[src/rtl/tcac_pkg.sv]
// Shared types, constants and helper functions for the text console core.
// No dependencies; every other file of the core imports this package.

package tcac_pkg;

  localparam int COLUMNS    = 80;
  localparam int ROWS       = 25;
  localparam int CELL_COUNT = COLUMNS * ROWS;
  localparam int ADDR_W     = $clog2(CELL_COUNT);
  localparam int LIN_W      = ADDR_W + 1;
  localparam int COL_W      = 7;
  localparam int ROW_W      = 5;
  localparam int Q_DEPTH    = 2;

  localparam logic OP_PUT  = 1'b0;
  localparam logic OP_READ = 1'b1;

  localparam logic [7:0] ESC_BYTE   = 8'h1B;
  localparam logic [7:0] BLANK_BYTE = 8'h20;
  localparam logic [7:0] DEF_ATTR   = 8'h07;
  localparam logic [7:0] CH_LF      = 8'h0A;
  localparam logic [7:0] CH_BS      = 8'h08;
  localparam logic [7:0] CH_TAB     = 8'h09;
  localparam logic [7:0] CH_LBRACK  = 8'h5B;
  localparam logic [7:0] CH_M       = 8'h6D;
  localparam logic [7:0] CH_J       = 8'h4A;
  localparam logic [7:0] CH_H       = 8'h48;
  localparam logic [7:0] CH_ZERO    = 8'h30;
  localparam logic [7:0] CH_NINE    = 8'h39;

  typedef struct packed {
    logic        opcode;
    logic [7:0]  char_byte;
    logic [10:0] cell_index;
  } in_t;

  typedef struct packed {
    logic [6:0]  cursor_column;
    logic [4:0]  cursor_row;
    logic [10:0] cursor_linear;
    logic [7:0]  read_char;
    logic [7:0]  read_attr;
    logic [7:0]  active_attr;
  } out_t;

  typedef struct packed {
    logic is_read;
    logic is_esc;
    logic is_lbrack;
    logic is_digit;
    logic is_m;
    logic is_j;
    logic is_h;
  } class_t;

  typedef struct packed {
    in_t    word;
    class_t cls;
  } qent_t;

  function automatic logic [3:0] colour_map(input logic [2:0] idx, input logic bright);
    logic [3:0] c;
    unique case (idx)
      3'd0: c = 4'd0;
      3'd1: c = 4'd4;
      3'd2: c = 4'd2;
      3'd3: c = 4'd6;
      3'd4: c = 4'd1;
      3'd5: c = 4'd5;
      3'd6: c = 4'd3;
      default: c = 4'd7;
    endcase
    return {bright, c[2:0]};
  endfunction

  function automatic logic [7:0] set_colour(input logic [7:0] attr, input logic [7:0] code);
    logic [7:0] a;
    a = attr;
    if (code == 8'd0) begin
      a = DEF_ATTR;
    end else if (code >= 8'd30 && code <= 8'd37) begin
      a = {attr[7:4], colour_map(3'(code - 8'd30), 1'b0)};
    end else if (code >= 8'd90 && code <= 8'd97) begin
      a = {attr[7:4], colour_map(3'(code - 8'd90), 1'b1)};
    end
    return a;
  endfunction

  function automatic logic [LIN_W-1:0] lin_addr(input logic [ROW_W-1:0] row,
                                                input logic [COL_W-1:0] col);
    return LIN_W'(row) * LIN_W'(COLUMNS) + LIN_W'(col);
  endfunction

endpackage

[src/rtl/tcac_front.sv]
// Front end: accepts input words, classifies them and queues them.
// Depends on tcac_pkg.

module tcac_front
  import tcac_pkg::*;
(
  input  logic  clk,
  input  logic  rst,
  input  logic  in_valid,
  output logic  in_stall,
  input  in_t   in_data,
  output logic  q_valid,
  input  logic  q_take,
  output qent_t q_ent
);

  qent_t      ent [Q_DEPTH];
  logic       wr_ptr;
  logic       rd_ptr;
  logic [1:0] count;
  logic       push;
  logic       pop;
  class_t     cls;

  always_comb begin
    cls.is_read   = (in_data.opcode == OP_READ);
    cls.is_esc    = (in_data.char_byte == ESC_BYTE);
    cls.is_lbrack = (in_data.char_byte == CH_LBRACK);
    cls.is_digit  = (in_data.char_byte >= CH_ZERO) && (in_data.char_byte <= CH_NINE);
    cls.is_m      = (in_data.char_byte == CH_M);
    cls.is_j      = (in_data.char_byte == CH_J);
    cls.is_h      = (in_data.char_byte == CH_H);
  end

  assign in_stall = (count == 2'(Q_DEPTH));
  assign push     = in_valid && !in_stall;
  assign q_valid  = (count != 2'd0);
  assign pop      = q_valid && q_take;
  assign q_ent    = ent[rd_ptr];

  always_ff @(posedge clk) begin
    if (push) begin
      ent[wr_ptr] <= '{word: in_data, cls: cls};
    end
  end

  always_ff @(posedge clk) begin
    if (rst) begin
      wr_ptr <= 1'b0;
      rd_ptr <= 1'b0;
      count  <= 2'd0;
    end else begin
      if (push) wr_ptr <= !wr_ptr;
      if (pop)  rd_ptr <= !rd_ptr;
      if (push && !pop) begin
        count <= count + 2'd1;
      end else if (pop && !push) begin
        count <= count - 2'd1;
      end
    end
  end

endmodule

[config.mk]
export PLATFORM = sky130hd
export DESIGN_NAME = tcac_front
export DESIGN_NICKNAME = d
export VERILOG_FILES = /design/src/rtl/tcac_pkg.sv /design/src/rtl/tcac_front.sv
export SDC_FILE = /design/constraint.sdc
export NUM_CORES = 1
export LEC_CHECK = 0
export ABC_AREA = 1
export BUFFER_PORTS_ARGS = -buffer_cell sky130_fd_sc_hd__buf_4
export CORE_ASPECT_RATIO = 0.5
export CORE_UTILIZATION = 53
export CTS_CLUSTER_DIAMETER = 40
export DETAILED_ROUTE_END_ITERATION = 12
export PLACE_DENSITY = 0.78
export SLEW_MARGIN = 30
export SYNTH_ARGS = -nofsm -noshare
export SYNTH_HDL_FRONTEND = slang
export SYNTH_SLANG_ARGS = --single-unit
[constraint.sdc]
create_clock -name clk -period 2.4 [get_ports clk]
set_input_delay 0.24 -clock clk [delete_from_list [all_inputs] [get_ports clk]]
set_output_delay 0.24 -clock clk [all_outputs]
set_load 0.02 [all_outputs]
[After elaboration in Yosys (flattened, before gate mapping)]
Memory sizes are Yosys's and may differ from the RTL's. A register that Yosys moved wholly into a read port is not among the register bits.
Index checks and enable logic that the tools add are counted.
Storage, ports and cells
  input port bits: 24
  memory bits (writable): 54
  bits in registers: 4
  memories kept: 1
Memory list
  ent: depth 2, bits a word 27, read ports 1, clocked after memory_dff 1, wr ports 1, RTL line tcac_front.sv:17  | qent_t ent [Q_DEPTH];
Operators by class
  muxes and demuxes: 6
  $add $sub $neg: 2
  equality and inequality tests: 6
  reduce and logical (&&, ||, !) cells: 12
  magnitude comparators: 2
Operator list (number)
  8-bit by 7-bit equality test with 1-bit output (second input constant): 4
  8-bit by 5-bit equality test with 1-bit output (second input constant): 1
  8-bit by 6-bit >= comparator with 1-bit output (second input constant): 1
  8-bit by 6-bit less-or-equal comparator with 1-bit output (second input constant): 1
  1-bit logical AND: 5
  1-bit zero test: 5
  1-bit 2-to-1 mux: 4
  2-bit 2-to-1 mux: 2
  2-bit nonzero test: 2
  2-bit by 1-bit adder with 2-bit output (second input constant): 1
  2-bit equality test (second input constant): 1
  2-bit by 1-bit subtractor with 2-bit output (second input constant): 1

[Depth between registers and ports, before layout]
  depth after elaboration: 7
  mapped depth: 10
  gate-level depth less buffers: 10

[Least setup slack after synthesis]
OpenSTA, ideal clock, no wires.
  path kind: register to register
  start: register count[1]
  end: memory ent[1][0] (netlist bit) (enable)
  path buffers: 0
  arrival: 1.583 ns
  setup slack: 0.409 ns
  stages on the path, launching flop included: 4
  setup time: 0.409 ns
  period minus slack after synthesis: 1.991 ns
  cell sequence: dfxtp_1 inv_1 o21ai_2 nor2_1
Between the ends
  cells in the longest elaborated chain, start to end: 5
Ends and longest elaborated chain
  start: declaration: RTL line tcac_front.sv:20  | logic [1:0] count;
  start signal: assignment: RTL line tcac_front.sv:56  | count <= count + 2'd1;
  start signal: assignment: RTL line tcac_front.sv:58  | count <= count - 2'd1;
  2-bit equality test: RTL line tcac_front.sv:35  | assign in_stall = (count == 2'(Q_DEPTH));
  1-bit zero test: RTL line tcac_front.sv:36  | assign push = in_valid && !in_stall;
  1-bit logical AND: RTL line tcac_front.sv:36
  1-bit 2-to-1 mux: RTL line tcac_front.sv:42  | if (push) begin
  1-bit 2-to-1 mux (not written as such): RTL line tcac_front.sv:43  | ent[wr_ptr] <= '{word: in_data, cls: cls};
  end: declaration: RTL line tcac_front.sv:17
No other way between the ends.

==> impl_metrics.tcl <==
set metrics [dict create \
    critPathMaxStageDelay_ps 600 \
    dp_hpwl_mm 2.80 \
    skew_ps 5.74 \
    vias_per_cell 5.05 \
    antenna_found_initial 0 \
    syn-num-nets 168 \
    synth-seq-cells 57 \
    initial_core_util_pct 57.5 \
    worst_ep_arrival_time_ps 1670 \
    vdd_drop_max_mv 0.762 \
    timing.final.ws_setup_ps 488 \
    p_leak_nw 1.23 \
    place_area_sq_mm 0.00280 \
    mostFrequentLayoutCell "buf_4" \
    firstDrtPassIters 5 \
    maxCapViolCount 0 \
    io_buffer_count 52 \
    die_h_um 49.0 \
    grt_overflow_total 0 \
    cts_hold_buf 0 \
    path_max_fanout 14 \
    crit_cells 3 \
    io_pins 53 \
    fin_crit_sh_pct 79.7 \
    path_buf_inv 2 \
    hold_violations 0 \
    path_clk_slew_ps 60 \
    diodes 0 \
    cts_buffers 9 \
    drtIter0Drc 50 \
    tritoncts "built" \
    post_drt_wl_per_cell_um 14.9 \
    row_count 16 \
    critPathSlowestCell "dfxtp_2" \
    synth_cell_types 19 \
    h-tree-depth 3 \
    path_delay_family "flip-flops" \
    dpl_worst_slack_ps 810 \
    core-area_sq_mm 0.00406 \
    syn_avg_cell_area_sq_um 16.4 \
    drive_gt1_share_pct 47.9 \
    p_total_mw 3.22 \
    yosysWarningCount 0 \
    yosysSeqAreaShare_pct 71.1 \
    fin_setup_tns_ps 0 \
    route.detailed.drc 0 \
    cellPowerDensity_mw_per_mm2 1070 \
    finalWeightedCongestion 0.787 \
    end_kind "primary output" \
    fin_crit_ps 1910 \
    nNetsFinal 231 \
    rsz0062_at_grt "no" \
    grt_max_degree 19 \
    critical_path_class "register to primary output" \
    first_global_vias 1367 \
    wl_mm 3.95 \
    final_cell_mix "buf_4 (54), edfxtp_1 (52), mux2_4 (20)" \
    fmax_mhz 523 \
    final_cell_area_sq_mm 0.00301 \
    worstRegToRegCells 4 \
    hp-class "input port to register" \
    tightestPinTransition_ps 533 \
    cts_resized 0 \
    die_area_sq_mm 0.00470 \
    vias 1339 \
    cts.sinks 57 \
    syn_inst 143 \
    cts_buffer_depth 2 \
    slew_headroom_pct 64.5 \
    grt_pass1_wl_mm 6.18 \
    postCtsSetupBuffers 0 \
    clk_latency_ps 330 \
    status "finished, final reports clean" \
    syn2layout_area_growth_pct 28.6 \
    worstHoldPathCells 1 \
    root_buffer "clkbuf_8" \
    critPathRequiredTime_ps 2160 \
    ant_nets 0 \
    setup_viol 0 \
    die_width_um 95.9 \
    grt_usage_pct 19.2 \
    cp_cell_sequence "buf_12, mux2_2, buf_4" \
    finalMaxSlewViolations 0 \
    netlist_area_sq_mm 0.00234 \
    start_kind "register" \
]
-- path summary, 6_finish.rpt --
kind | startpoint | end | slack (ps)
worst min register to register | rd_ptr | rd_ptr | 510
worst min-delay path | in_data[19] | ent[0][6] | 90
worst max-delay path | register | q_ent[12] | 490
worst max register to register | count[1] | ent[0][18] | 820
-- per-layer routing --
layer | up-vias | global-route usage, % | wire length, um
met3 | 4 | 10.9 | 271
li1 | 644 | - | -
met5 | - | 0 | 0
met4 | 0 | 6.22 | 36
met1 | 642 | 20.1 | 1590
met2 | 49 | 32.7 | 2050
-- through the flow --
stage | instances | hold WS (ps) | util [%]
floorplan | 143 | 339 | -
global placement | 249 | 425 | 68.9
detailed placement | 249 | 428 | 68.9
CTS | 265 | 81.5 | 74.0
global route | 265 | 69.6 | 74.0
finish | 265 | 94.3 | 74.0
-- cells in the mapped netlist, drive strengths merged --
master  instances  area share, %
edfxtp         52             67
mux2           26             16
inv            15            2.4
nor2           14            2.2
nand2          10            1.6
dfxtp           5            4.3
buf             4            2.5
nand3           3           0.64
nand4           3           0.80
nor3            3           0.64
o21ai           3           0.80
a21oi           2           0.43
ha              1           0.53
nor3b           1           0.32
or2             1           0.27
-- registers in the layout, indices dropped and copies added, names as in the netlist, named ones only --
signal / flops
ent: 52
count: 2
rd_ptr: 1
wr_ptr: 1
-- area by class of cell --
cell class | count | area [sq um]
multi-input combinational | 67 | 567
inverter | 15 | 56.3
clock inverter | 3 | 38.8
clock buffer | 13 | 169
tap | 54 | 67.6
fill | 254 | 1060
sequential | 57 | 1660
timing repair buffer | 56 | 445
-- logic make-up (layout without fill, tap and decap cells) --
logic type,after synthesis,after routing,share of synthesized area (%)
muxes,26,26,15.7
adders and majority gates,1,1,0.535
DFF,57,57,71.1
and+or+nand+nor,35,35,6.53
AOI/OAI and AO/OA,5,5,1.23
buffers and inverters,19,87,4.92
-- report_power, final --
part           switching [mW]  internal, mW
Clock                   0.350         0.559
Sequential             0.0798          1.26
Combinational           0.502         0.472
No activity file was read; power rests on OpenSTA's default activity.
